**src/hdl/ad_uuid16_filter_addr_compare_assert.svh**
```systemverilog
// ----------------------------------------------------------------------------
// Assertion macros for the UUID16 advertising filter
// Clocked assertion wrappers, disabled while the active-low reset is low.
// The macros are empty when SYNTHESIS is defined.
// ----------------------------------------------------------------------------
`ifndef AD_UUID16_FILTER_ADDR_COMPARE_ASSERT_SVH
`define AD_UUID16_FILTER_ADDR_COMPARE_ASSERT_SVH

`ifndef SYNTHESIS
// The property must hold at every clock edge outside reset.
`define ADU_ASSERT(label, clk, rst_n, prop, msg) \
    label: assert property (@(posedge clk) disable iff (!rst_n) (prop)) else $error(msg);
// The consequent must hold in the cycle after the antecedent.
`define ADU_ASSERT_NEXT(label, clk, rst_n, ante, cons, msg) \
    label: assert property (@(posedge clk) disable iff (!rst_n) (ante) |=> (cons)) \
        else $error(msg);
`else
`define ADU_ASSERT(label, clk, rst_n, prop, msg)
`define ADU_ASSERT_NEXT(label, clk, rst_n, ante, cons, msg)
`endif

`endif

```
**src/hdl/adu_pkg.sv**
```systemverilog
`timescale 1ns / 1ps
// ----------------------------------------------------------------------------
// adu_pkg
// Shared widths and constants of the UUID16 advertising filter.
// ----------------------------------------------------------------------------
package adu_pkg;

    localparam int BYTE_W      = 8;
    localparam int ADDR_W      = 32;
    localparam int FIELD_W     = 9;
    localparam int APB_ADDR_W  = 3;
    localparam int APB_DATA_W  = 32;
    localparam int MAX_PAYLOAD_DEF = 255;

    localparam logic [BYTE_W-1:0] TYPE_UUID16_LIST = 8'h03;
    localparam logic [BYTE_W-1:0] UUID_LO          = 8'h6F;
    localparam logic [BYTE_W-1:0] UUID_HI          = 8'hFD;

    // Register index, taken from paddr[2].
    typedef enum logic [0:0] {
        REG_LOCAL_ADDR_LOW = 1'b0,
        REG_UNUSED         = 1'b1
    } t_reg_idx;

endpackage

```
**src/hdl/adu_if.sv**
```systemverilog
`timescale 1ns / 1ps
// ----------------------------------------------------------------------------
// adu_byte_if / adu_result_if
// Valid/ready channels for payload bytes in and match results out.
// ----------------------------------------------------------------------------
interface adu_byte_if import adu_pkg::*; ();
    logic              valid;
    logic              ready;
    logic [BYTE_W-1:0] payload_byte;
    logic [ADDR_W-1:0] peer_addr_low;
    logic              end_of_packet;

    modport source (output valid, payload_byte, peer_addr_low, end_of_packet, input ready);
    modport sink   (input valid, payload_byte, peer_addr_low, end_of_packet, output ready);
endinterface

interface adu_result_if ();
    logic valid;
    logic ready;
    logic match;

    modport source (output valid, match, input ready);
    modport sink   (input valid, match, output ready);
endinterface

```
**src/hdl/ad_uuid16_filter_addr_compare.sv**
```systemverilog
`timescale 1ns / 1ps
// ----------------------------------------------------------------------------
// ad_uuid16_filter_addr_compare
// Walks advertising length/type structures byte by byte, flags a 16-bit
// service UUID list whose first entry is 0xFD6F, and on the last byte reports a match when
// the flag is set and the local address word is below the peer's.
// ----------------------------------------------------------------------------
// Throughput: one payload beat per cycle; the parser state updates at accept.
// The result beat is registered and is valid in the cycle after the last byte is accepted.
// A result beat that waits on a stalled sink holds off the payload channel.
// Reset (synchronous, active low) clears the parser, the result valid flag and the
// local address register.

`include "ad_uuid16_filter_addr_compare_assert.svh"

module ad_uuid16_filter_addr_compare
    import adu_pkg::*;
#(
    parameter int MAX_PAYLOAD = MAX_PAYLOAD_DEF
) (
    input  logic                  i_clk,
    input  logic                  i_rst_n,
    adu_byte_if.sink              i_byte,
    adu_result_if.source          o_result,
    input  logic                  psel,
    input  logic                  penable,
    input  logic                  pwrite,
    input  logic [APB_ADDR_W-1:0] paddr,
    input  logic [APB_DATA_W-1:0] pwdata,
    output logic [APB_DATA_W-1:0] prdata,
    output logic                  pready
);

    localparam int POS_W = $clog2(MAX_PAYLOAD + 1);
    localparam logic [POS_W-1:0] POS_LIMIT = POS_W'(MAX_PAYLOAD);

    logic [ADDR_W-1:0]  r_local_addr;
    logic [POS_W-1:0]   r_byte_position, n_byte_position;
    logic [FIELD_W-1:0] r_next_field_start, n_next_field_start;
    logic [BYTE_W-1:0]  r_recent0, n_recent0;
    logic [BYTE_W-1:0]  r_recent1, n_recent1;
    logic [2:0]         r_start_marks, n_start_marks;
    logic               r_service_hit, n_service_hit;
    logic               r_out_valid, n_out_valid;
    logic               r_match, n_match;

    t_reg_idx w_reg_idx;
    logic     w_cfg_write;
    logic     w_in_accept;
    logic     w_parse;
    logic     w_is_start;
    logic     w_hit_now;
    logic     w_hit_total;

    // ---------------- configuration port ----------------
    assign pready      = 1'b1;
    assign w_reg_idx   = t_reg_idx'(paddr[2]);
    assign w_cfg_write = psel && penable && pwrite && pready;

    always_comb begin
        unique case (w_reg_idx)
            REG_LOCAL_ADDR_LOW: prdata = r_local_addr;
            default:            prdata = '0;
        endcase
    end

    always_ff @(posedge i_clk) begin
        if (!i_rst_n) begin
            r_local_addr <= '0;
        end else if (w_cfg_write && (w_reg_idx == REG_LOCAL_ADDR_LOW)) begin
            r_local_addr <= pwdata;
        end
    end

    // ---------------- parser ----------------
    assign i_byte.ready = !r_out_valid || o_result.ready;
    assign w_in_accept  = i_byte.valid && i_byte.ready;

    // Bytes past the payload limit are not parsed, but the last one still ends the packet.
    assign w_parse    = r_byte_position < POS_LIMIT;
    assign w_is_start = r_next_field_start == FIELD_W'(r_byte_position);
    // A field that began three beats back: type byte, then the two UUID bytes.
    assign w_hit_now  = r_start_marks[2] && (r_recent1 == TYPE_UUID16_LIST) &&
                        (r_recent0 == UUID_LO) && (i_byte.payload_byte == UUID_HI);
    assign w_hit_total = r_service_hit || (w_parse && w_hit_now);

    always_comb begin
        n_byte_position    = r_byte_position;
        n_next_field_start = r_next_field_start;
        n_recent0          = r_recent0;
        n_recent1          = r_recent1;
        n_start_marks      = r_start_marks;
        n_service_hit      = r_service_hit;
        if (w_in_accept) begin
            if (w_parse) begin
                if (w_is_start) begin
                    n_next_field_start = FIELD_W'(r_byte_position) +
                                         FIELD_W'(i_byte.payload_byte) + FIELD_W'(1);
                end
                n_service_hit   = w_hit_total;
                n_recent1       = r_recent0;
                n_recent0       = i_byte.payload_byte;
                n_start_marks   = {r_start_marks[1:0], w_is_start};
                n_byte_position = r_byte_position + POS_W'(1);
            end
            if (i_byte.end_of_packet) begin
                n_byte_position    = '0;
                n_next_field_start = '0;
                n_recent0          = '0;
                n_recent1          = '0;
                n_start_marks      = '0;
                n_service_hit      = 1'b0;
            end
        end
    end

    // ---------------- result register ----------------
    always_comb begin
        n_out_valid = r_out_valid;
        n_match     = r_match;
        if (r_out_valid && o_result.ready) begin
            n_out_valid = 1'b0;
        end
        if (w_in_accept && i_byte.end_of_packet) begin
            n_out_valid = 1'b1;
            n_match     = w_hit_total && (r_local_addr < i_byte.peer_addr_low);
        end
    end

    always_ff @(posedge i_clk) begin
        if (!i_rst_n) begin
            r_byte_position    <= '0;
            r_next_field_start <= '0;
            r_recent0          <= '0;
            r_recent1          <= '0;
            r_start_marks      <= '0;
            r_service_hit      <= 1'b0;
            r_out_valid        <= 1'b0;
        end else begin
            r_byte_position    <= n_byte_position;
            r_next_field_start <= n_next_field_start;
            r_recent0          <= n_recent0;
            r_recent1          <= n_recent1;
            r_start_marks      <= n_start_marks;
            r_service_hit      <= n_service_hit;
            r_out_valid        <= n_out_valid;
        end
    end

    always_ff @(posedge i_clk) begin
        r_match <= n_match;
    end

    assign o_result.valid = r_out_valid;
    assign o_result.match = r_match;

    // ---------------- assertions ----------------
    `ADU_ASSERT(a_pos_bound, i_clk, i_rst_n, r_byte_position <= POS_LIMIT, "position past limit")
    `ADU_ASSERT_NEXT(a_eop_clears, i_clk, i_rst_n, w_in_accept && i_byte.end_of_packet, (r_byte_position == '0) && !r_service_hit && (r_start_marks == '0), "parser not cleared after last byte")
    `ADU_ASSERT_NEXT(a_eop_result, i_clk, i_rst_n, w_in_accept && i_byte.end_of_packet, r_out_valid, "no result after last byte")
    `ADU_ASSERT(a_result_source, i_clk, i_rst_n, !$rose(r_out_valid) || $past(w_in_accept && i_byte.end_of_packet), "result without a last byte")

endmodule
```
**src/flat_wrapper.sv**
```systemverilog
// flat-port wrapper written by rule: the top's interface ports become plain ports
module ad_uuid16_filter_addr_compare_flat import adu_pkg::*;
#(
    parameter int MAX_PAYLOAD = MAX_PAYLOAD_DEF
)
  (i_clk, i_rst_n, psel, penable, pwrite, paddr, pwdata, prdata, pready, i_byte_valid, i_byte_payload_byte, i_byte_peer_addr_low, i_byte_end_of_packet, i_byte_ready, o_result_valid, o_result_match, o_result_ready);
  adu_byte_if i_byte_i ();
  adu_result_if o_result_i ();
  input  logic i_clk;
  input  logic i_rst_n;
  input  logic psel;
  input  logic penable;
  input  logic pwrite;
  input  logic [APB_ADDR_W-1:0] paddr;
  input  logic [APB_DATA_W-1:0] pwdata;
  output logic [APB_DATA_W-1:0] prdata;
  output logic pready;
  input wire logic [$bits(i_byte_i.valid)-1:0] i_byte_valid;
  input wire logic [$bits(i_byte_i.payload_byte)-1:0] i_byte_payload_byte;
  input wire logic [$bits(i_byte_i.peer_addr_low)-1:0] i_byte_peer_addr_low;
  input wire logic [$bits(i_byte_i.end_of_packet)-1:0] i_byte_end_of_packet;
  output wire logic [$bits(i_byte_i.ready)-1:0] i_byte_ready;
  output wire logic [$bits(o_result_i.valid)-1:0] o_result_valid;
  output wire logic [$bits(o_result_i.match)-1:0] o_result_match;
  input wire logic [$bits(o_result_i.ready)-1:0] o_result_ready;
  assign i_byte_i.valid = i_byte_valid;
  assign i_byte_i.payload_byte = i_byte_payload_byte;
  assign i_byte_i.peer_addr_low = i_byte_peer_addr_low;
  assign i_byte_i.end_of_packet = i_byte_end_of_packet;
  assign i_byte_ready = i_byte_i.ready;
  assign o_result_valid = o_result_i.valid;
  assign o_result_match = o_result_i.match;
  assign o_result_i.ready = o_result_ready;
  ad_uuid16_filter_addr_compare #(.MAX_PAYLOAD(MAX_PAYLOAD)) u_core (.i_clk(i_clk), .i_rst_n(i_rst_n), .i_byte(i_byte_i), .o_result(o_result_i), .psel(psel), .penable(penable), .pwrite(pwrite), .paddr(paddr), .pwdata(pwdata), .prdata(prdata), .pready(pready));
endmodule
```
**config.mk**
```make
export PLATFORM = sky130hd
export DESIGN_NAME = ad_uuid16_filter_addr_compare_flat
export DESIGN_NICKNAME = d
export VERILOG_FILES = /design/src/hdl/adu_pkg.sv /design/src/hdl/adu_if.sv /design/src/hdl/ad_uuid16_filter_addr_compare.sv /design/src/flat_wrapper.sv
export VERILOG_INCLUDE_DIRS = /design/src /design/src/hdl
export SDC_FILE = /design/constraint.sdc
export NUM_CORES = 1
export LEC_CHECK = 0
export BUFFER_PORTS_ARGS = -buffer_cell sky130_fd_sc_hd__buf_2
export CORE_UTILIZATION = 40
export DETAILED_ROUTE_END_ITERATION = 16
export PLACE_DENSITY_LB_ADDON = 0.2
export SYNTH_ARGS = -nofsm -noshare
export SYNTH_HDL_FRONTEND = slang
export SYNTH_SLANG_ARGS = --single-unit
```
**constraint.sdc**
```tcl
create_clock -name i_clk -period 2.7 [get_ports i_clk]
set_input_delay 0.27 -clock i_clk [delete_from_list [all_inputs] [get_ports i_clk]]
set_output_delay 0.27 -clock i_clk [all_outputs]
set_load 0.005 [all_outputs]
```
# Word-level counts from Yosys, hierarchy flattened
# Index checks and enable logic that the tools add are counted.
# Widths: inputs -> output; s select.
[classes]
add_sub_neg = 3
order_cmp = 2
eq_ne = 4
mux = 16
bitwise_logic = 1
reduce_logical = 19
[ops]
columns = ["op", "n"]
rows = [
  ["$mux 8", 6],
  ["$lt 32x32->1", 1],
  ["$mux 32", 1],
  ["$mux 9", 3],
  ["$logic_and 1x1->1", 11],
  ["$add 8x8->9", 1],
  ["$add 9x1->9 const B", 1],
  ["$eq 9x8->1", 1],
  ["$add 8x1->8 const B", 1],
  ["$eq 8x2->1 const B", 1],
  ["$eq 8x7->1 const B", 1],
  ["$eq 8x8->1 const B", 1],
  ["$lt 8x8->1 const B", 1],
  ["$mux 3", 2],
  ["$reduce_bool 2->1", 3],
  ["$mux 1", 4],
  ["$reduce_and 3->1", 1],
  ["$logic_or 1x1->1", 2],
  ["$reduce_and 2->1", 1],
  ["$logic_not 1->1", 1],
  ["$not 1->1", 1],
]
[totals]
regBits = 71
input_bits = 83
elab_cells = 54

# Longest topological paths before layout
# Gate-level depths: netlist of the first run.
[logic_depth]
depth_word = 8
mapped_depth = 8
depth_no_buf = 8

# Worst setup path after synthesis of the first run
# OpenSTA, ideal clock, no wires.
[synth_timing]
path_kind = "flip-flop to flip-flop"
startpoint = "register u_core.r_byte_position[0]"
endpoint = "register u_core.r_next_field_start[6]"
arrival_ps = 1751
required_time_ps = 2583
setup_slack_ps = 832
stages_incl_launch_ff = 9
synth_period_minus_slack_ps = 1868
path_cell_list = "dfxtp_1 inv_1 ha_1 fa_1 nor2b_1 o21ai_2 a21oi_1 o31ai_1 a32o_1"
[synth_between]
elab_chain_len = 5
word_cells_on_any_way = 10
cone_classes = "2 x add/sub; 1 x order compare; 1 x eq/ne; 3 x mux; 3 x reduce/logical"
[synth_rtl]
columns = ["item", "line", "text"]
rows = [
  ["start, declared", "ad_uuid16_filter_addr_compare.sv:38", "logic [POS_W-1:0] r_byte_position, n_byte_position;"],
  ["start signal, assigned", "ad_uuid16_filter_addr_compare.sv:140", "r_byte_position <= n_byte_position;"],
  ["$add 8x8->9", "ad_uuid16_filter_addr_compare.sv:97", "n_next_field_start = FIELD_W'(r_byte_position) +"],
  ["$add 9x1->9", "ad_uuid16_filter_addr_compare.sv:98", "FIELD_W'(i_byte.payload_byte) + FIELD_W'(1);"],
  ["$mux 9", "ad_uuid16_filter_addr_compare.sv:96", "if (w_is_start) begin"],
  ["$mux 9", "ad_uuid16_filter_addr_compare.sv:95", "if (w_parse) begin"],
  ["$mux 9", "ad_uuid16_filter_addr_compare.sv:106", "if (i_byte.end_of_packet) begin"],
  ["end signal, assigned", "ad_uuid16_filter_addr_compare.sv:141", "r_next_field_start <= n_next_field_start;"],
  ["end, declared", "ad_uuid16_filter_addr_compare.sv:39", "logic [FIELD_W-1:0] r_next_field_start, n_next_field_start;"],
]
# Parallel ways exist; a longest one is shown, timed or not. The select of a mux whose other input is x is not followed.
# A chain may end at the register's enable or synchronous reset.

# Final worst setup path of the first run
# Ends and elaborated chain as after synthesis.

==> results.md, run 1 <==
- Worst r2r src: u_core.r_byte_position[0]$_SDFFE_PN0P_
- Number of flops mapped to enable cells by yosys: 1
- Min cycle time layout: 2.10 ns
- Via count: 3672
- H-tree level count: 3
- Final worst slack: 0.596 ns
- Antenna violations before repair: 0
- Sequential group share of total power: 0.493
- CP Launch Type: flip-flop
- Logic pwr share: 0.142
- Worst-Skew Late Latency: 0.35 ns
- # setup viols final: 0
- VDD IR-drop max: 233 uV
- CP endpoint kind: flip-flop
- Worst min path class: input port to flip-flop
- Routability congestion estimate: 0.829
- CTS clk-pin slew, worst paths: 0.09 ns
- MaxCap Viol Count: 0
- Syn Area/Cell: 8.46 sq um
- Switching pwr: 0.657 mW
- Pre-CTS WS: 0.598 ns
- Core area: 9910 sq um
- Die area: 10800 sq um
- Power per Cell Area: 445 nW/um^2
- Syn_nets: 615
- Dominant synthesized flop cell: dfxtp_1
- Crit path from: u_core.r_byte_position[0]$_SDFFE_PN0P_
- TritonCTS buffer count: 9
- Num rows: 36
- Critical path required time: 2.95 ns
- # hold bufs at CTS: 0
- Vias in the first global route: 3468
- Final TNS setup: 0 ns
- Critical path peak fanout: 5
- Status: completed
- GRT Overall Usage: 0.185
- Pre-antenna DRT Iters: 4
- Slew Limit Fails: 0
- CTS root buf: clkbuf_8
- CP arrival: 2.35 ns
- RSZ-0062 raised after global routing: no
- Starting density of the core: 0.419
- First-pass GRT wire length: 16.2 mm
- Largest net degree at the start of global routing: 33
- Area share of the leading cell type in the synthesized netlist: 0.337
- Post-CTS Setup Repair Bufs: 0
- I/O Buffers: 115
- CTS tree: built
- Minimum hold slack: 0.158 ns
- Share of layout cells above drive strength 1: 0.241
- Ys Warns: 0
- Ranking of synthesized cells by area: dfxtp_1 34%, ha_1 12%, nor2b_1 8.3%
- DRT iter0 DRCs: 139
- FF+latch count, synth: 71
- R2r setup slk: 0.60 ns
- R2R Path End: u_core.r_next_field_start[6]$_SDFFE_PN0P_
- Post-Route WL: 9.95 mm
- CTS sink cnt: 71
- Nets: 724
- Antenna diodes: 0
- Via/cell ratio: 4.98
- Clk buf depth: 2
- Boundary Pins: 119
- Switching Fraction: 0.294
- Leak: 2.31 nW
- Die Wd: 104 um
- Cell Int Power: 1.58 mW
- Synth unique cells: 54
- DRC violations left: 0
- Critical path class: flip-flop to flip-flop
- Post-synth ARST share: 0
- Antenna Nets Post-Route: 0
- Layout fillers: 1030
- Period utilization: 0.779
- Hold Violations, Final: 0
- Synthesized cell area: 4150 sq um
- Syn-to-layout area delta: 20.9%
- Cell depth of the worst flop-to-flop path: 8
- Max Fclk: 475 MHz
- Setup crit end: u_core.r_next_field_start[6]$_SDFFE_PN0P_
- Resized cells post-CTS: 0
- Total grt overflow: 0
- Area leader, netlist: dfxtp_1
- Die height: 104 um
- DR WL/cell: 13.5 um
- Dpl hpwl: 7.63 mm
- Clk_skew: 0.0112 ns
- Hold path depth: 3
- Sequential cell area fraction in the yosys report: 0.345
- Clock Power Share: 0.365
- Post-Syn Instances: 491
==> worst max-delay path, stage by stage (launching register included) <==
cell     delay (ns)
dfxtp_1        0.43
inv_1          0.09
ha_1           0.23
fa_1           0.41
nor2b_1        0.17
o21ai_2        0.07
a21oi_1        0.24
o31ai_1        0.11
a32o_1         0.24
==> cells in the final DEF, fill, tap and decap left out, types with 4 or more instances in the layout <==
master | synthesis | routed
clkbuf_8 | 0 | 9
nand4_1 | 8 | 8
o2bb2ai_1 | 4 | 4
a22o_1 | 4 | 4
nand3_1 | 7 | 7
ha_1 | 40 | 40
nor2b_1 | 55 | 55
nand4b_1 | 4 | 4
xnor2_1 | 14 | 14
nor2_1 | 12 | 12
a21boi_0 | 34 | 34
nand2_1 | 77 | 77
o21ai_0 | 8 | 8
dfxtp_1 | 70 | 70
buf_4 | 3 | 6
a21o_1 | 4 | 4
buf_2 | 3 | 115
a22oi_1 | 20 | 20
a21oi_1 | 16 | 16
nor3_1 | 9 | 9
inv_1 | 38 | 38
==> power groups by stage <==
stage | Clock [mW] | Sequential [mW] | Combinational (mW)
6_report | 0.816 | 1.10 | 0.318
5_1_grt | 0.885 | 1.11 | 0.360
4_1_cts | 0.844 | 1.10 | 0.323
3_5_place_dp | 0 | 1.13 | 0.322
3_3_place_gp | 0 | 1.13 | 0.315
2_1_floorplan | 0 | 1.12 | 0.203
==> how the worst min path moves through the flow <==
| stage | slack [ns] | endpoint | startpoint |
|---|---|---|---|
| after floorplan | 0.41 | u_core.r_local_addr[10]$_SDFFE_PN0P_ | pwdata[10] |
| after global placement | 0.46 | u_core.r_service_hit$_SDFFE_PN0P_ | u_core.r_service_hit$_SDFFE_PN0P_ |
| after detailed placement | 0.47 | u_core.r_next_field_start[0]$_SDFFE_PN0P_ | u_core.r_next_field_start[0]$_SDFFE_PN0P_ |
| after CTS | 0.14 | u_core.r_local_addr[8]$_SDFFE_PN0P_ | pwdata[8] |
| after global routing | 0.14 | u_core.r_local_addr[1]$_SDFFE_PN0P_ | pwdata[1] |
| final | 0.16 | u_core.r_local_addr[8]$_SDFFE_PN0P_ | pwdata[8] |
==> area by class of cell <==
type | instances | area, sq um | area share
clock inverter | 7 | 61.3 | 0.0122
clock buffer | 9 | 124 | 0.0247
multi-input combinational | 359 | 2480 | 0.493
timing repair buffer | 121 | 621 | 0.124
inverter | 38 | 143 | 0.0284
tap | 133 | 166 | 0.0331
sequential | 71 | 1430 | 0.285
==> cells in the mapped netlist (2+ instances only) <==
library cell and instances:
nand2_1 77, o31ai_1 3, o21ai_0 8, inv_1 38, nand2b_1 3, buf_4 3, or2_2 2, or3_1 2
nor2_1 12, xnor2_1 14, a22oi_1 20, nand3_1 7, a21boi_0 34, o2bb2ai_1 4, a22o_1 4, o21ai_2 2
buf_2 3, nand4_1 8, ha_1 40, a31oi_1 3, a21oi_1 16, nor2b_1 55, a21o_1 4, nor3_1 9
xor2_1 3, clkbuf_1 16, dfxtp_1 70, nand4b_1 4, nor4_1 2
==> flip-flops by register name, summed over array words and instances, names as in the netlist <==
register,count
u_core.r_next_field_start,9
u_core.o_result.match,1
u_core.r_local_addr,32
u_core.r_recent1,8
u_core.r_start_marks,3
u_core.r_byte_position,8
u_core.o_result.valid,1
u_core.r_recent0,8
u_core.r_service_hit,1
==> through the flow <==
stage / total power [mW] / std cells / utilization / area (sq um)
after floorplan: 1.32 / 491 / - / 4150
after global placement: 1.44 / 722 / 0.488 / 4840
after detailed placement: 1.45 / 722 / 0.488 / 4840
after CTS: 2.27 / 738 / 0.507 / 5020
after global routing: 2.35 / 738 / 0.507 / 5020
final: 2.24 / 738 / 0.507 / 5020
==> logic make-up after synthesis <==
| group | share of synthesized area |
|---|---|
| fa+ha+maj | 0.125 |
| compound gates | 0.189 |
| other cells | 0.000903 |
| flops | 0.345 |
| simple gates | 0.246 |
| buf+inv | 0.0590 |
| xor+xnor | 0.0358 |
==> metal layers <==
metal | routed length, um | part of all wire | global-route usage | up-vias
li1 | - | - | - | 1903
met1 | 4640 | 0.47 | 0.233 | 1662
met2 | 4680 | 0.47 | 0.316 | 94
met3 | 519 | 0.052 | 0.0414 | 13
met4 | 110 | 0.011 | 0.0551 | 0
met5 | 0 | 0 | 0 | -
No activity file was read; power rests on OpenSTA's default activity.
==> inputs of run 2 (changes only) <==
Clock period 2.7 ns to 1.82 ns, I/O delays scaled along.
==> results.md, run 2 (synthesis results as in run 1) <==
- Commonest non-fill, non-tap cell in the layout: buf_2
- MaxCap Viol Count: 0 (unchanged)
- CP endpoint kind: flip-flop
- CP arrival: 2.00 ns (-0.35 ns)
- Post-route insts no fill: 757 (+2.6%)
- Most flops, register: u_core.r_local_addr
- DRC violations left: 0 (unchanged)
- Cell depth of the worst flop-to-flop path: 8 (unchanged)
- Core area: 9910 sq um (unchanged)
- Die area: 10800 sq um (unchanged)
- DRT iter0 DRCs: 124 (-11%)
- Total grt overflow: 0 (unchanged)
- Largest net degree at the start of global routing: 33 (unchanged)
- Via count: 3776 (+2.8%)
- Clk buf depth: 2 (unchanged)
- Power per Cell Area: 680 nW/um^2 (+53%)
- Delay-heaviest family, CP: compound AO/OA/AOI/OAI gates
- CTS clk-pin slew, worst paths: 0.09 ns (about the same)
- Leak: 2.45 nW (+5.9%)
- Nets: 743 (+2.6%)
- Placed cell areas: 4980 sq um (+2.8%)
- R2r setup slk: 0.05 ns (-0.54 ns)
- CTS sink cnt: 71 (unchanged)
- Routability congestion estimate: 0.816 (-1.6%)
- Worst min path class: input port to flip-flop
- Via/cell ratio: 4.99 (+0.25%)
- Slew Limit Fails: 0 (unchanged)
- Bufs and invs on worst path: 1 (unchanged)
- Critical path required time: 2.05 ns (-0.90 ns)
- Syn-to-layout area delta: 28.1%
- Worst-Skew Late Latency: 0.34 ns (about the same)
- Vias in the first global route: 3664 (+5.7%)
- TritonCTS buffer count: 9 (unchanged)
- Min cycle time layout: 1.77 ns (-0.339 ns)
- Boundary Pins: 119 (unchanged)
- Biggest regs: u_core.r_local_addr x32, u_core.r_next_field_start x9
- Placed cell count: 736 (+1.9%)
- Sequential cell area: 1440 sq um (+0.52%)
- Most frequent cells in the layout: 115 x buf_2, 77 x nand2_1, 64 x dfxtp_1, 54 x nor2b_1
- Clk_skew: 0.00959 ns (-0.00158 ns)
- Layout fillers: 970 (-5.8%)
- Max Fclk: 566 MHz (+19%)
- Die height: 104 um (unchanged)
- DR WL/cell: 13.7 um (+1.4%)
- Hold path depth: 3 (unchanged)
- Die Wd: 104 um (unchanged)
- CP max stage delay: 0.39 ns (-0.04 ns)
- Hold endpoint: u_core.r_local_addr[21]$_SDFFE_PN0P_
- Post-Route WL: 10.3 mm (+4.0%)
- Period utilization: 0.970 (+0.191)
- Critical path peak fanout: 2 (-3)
- Critical-path top delay cell: or4_1
- Final worst slack: 0.0543 ns (-0.541 ns)
- Pre-CTS WS: -0.0271 ns (-0.625 ns)
- H-tree level count: 3 (unchanged)
- Antenna violations before repair: 0 (unchanged)
- Hold Violations, Final: 0 (unchanged)
- R2R Path End: u_core.r_next_field_start[6]$_SDFFE_PN0P_
- CTS root buf: clkbuf_8
- Final TNS setup: 0 ns (unchanged)
- Worst r2r src: u_core.r_byte_position[0]$_SDFFE_PN0P_
- CTS tree: built
- # setup viols final: 0 (unchanged)
- I/O Buffers: 115 (unchanged)
- RSZ-0062 raised after global routing: yes
- Share of layout cells above drive strength 1: 0.296 (+0.0552)
- Dpl hpwl: 7.83 mm (+2.6%)
- Starting density of the core: 0.419 (unchanged)
- GRT Overall Usage: 0.192 (+0.00640)
- VDD IR-drop max: 508 uV (+120%)
- Max reg flops: 32 (unchanged)
- First-pass GRT wire length: 16.9 mm (+4.0%)
- CP Launch Type: flip-flop
- Final instance area: 5320 sq um (+6.0%)
- Critical path class: flip-flop to flip-flop
- Status: completed
- Footprint of the multi-input gates: 2560 sq um (+3.4%)
- Hold Path Origin: pwdata[21]
- Pre-antenna DRT Iters: 4 (unchanged)
- Antenna Nets Post-Route: 0 (unchanged)
- CP Cell Sequence: inv_2 > ha_4 > fa_2 > nor2b_2 > o21ai_2 > a21oi_2 > or4_1 > a32o_1
- Num rows: 36 (unchanged)
- Antenna diodes: 0 (unchanged)
## run 2: worst max path at each step
stage                                                       from                                        end  slack (ns)  depth (start not counted)
after floorplan           u_core.r_byte_position[0]$_SDFFE_PN0P_  u_core.r_next_field_start[6]$_SDFFE_PN0P_        0.03                          8
after global placement    u_core.r_byte_position[0]$_SDFFE_PN0P_  u_core.r_next_field_start[6]$_SDFFE_PN0P_        0.01                          8
after detailed placement  u_core.r_byte_position[0]$_SDFFE_PN0P_  u_core.r_next_field_start[6]$_SDFFE_PN0P_       -0.03                          8
after CTS                   u_core.r_local_addr[13]$_SDFFE_PN0P_            u_core.o_result.match$_DFFE_PP_        0.02                          6
after global routing      u_core.r_byte_position[0]$_SDFFE_PN0P_  u_core.r_next_field_start[6]$_SDFFE_PN0P_       -0.03                          9
final                     u_core.r_byte_position[0]$_SDFFE_PN0P_  u_core.r_next_field_start[6]$_SDFFE_PN0P_        0.05                          8
## run 2: metal layers
| layer | routed length [um] | vias to the layer above | global-route usage |
|---|---|---|---|
| li1 | - | 1946 | - |
| met3 | 415 | 10 | 0.0313 |
| met2 | 4830 | 91 | 0.331 |
| met4 | 116 | 0 | 0.0592 |
| met1 | 4980 | 1729 | 0.244 |
| met5 | 0 | - | 0 |
## run 2: report_power, final
part           total (mW)  switching (mW)  internal [mW]
combinational       0.538           0.275          0.263
sequential           1.64          0.0336           1.60
clock                1.45           0.655          0.791
total                3.62           0.964           2.66
## run 2: final cells by class
cell class,count,share of cell area
clock buffer,9,0.0233
clock inverter,7,0.0197
inverter,38,0.0268
multi-input combinational,359,0.481
sequential,71,0.270
tap,133,0.0313
timing repair buffer,140,0.147
## run 2: worst reg2reg max path, delay by kind of cell (launching register included)
family | cells | cell delay [ns]
compound gates | 3 | 0.49
simple gates | 2 | 0.43
flops | 1 | 0.34
fa+ha+maj | 2 | 0.33
buf+inv | 1 | 0.07
## run 2: per-stage QoR
| step | hold slack (ns) | utilization | power, mW |
|---|---|---|---|
| final | 0.0773 | 0.537 | 3.62 |
| after global routing | 0.0698 | 0.537 | 3.80 |
| after CTS | 0.0585 | 0.532 | 3.63 |
| after detailed placement | 0.443 | 0.502 | 2.17 |
| after global placement | 0.432 | 0.502 | 2.16 |
| after floorplan | 0.327 | - | 1.97 |
## run 2: timing repair
action / 4_1_cts / 5_1_grt
hold endpoints to repair: 0 / 0
pin swaps: 10 / 9
setup buffers: 3 / 2
resized for setup: 10 / 11
endpoints found under the setup margin: 2 / 28
hold buffers: 0 / 0
gates cloned: 0 / 0
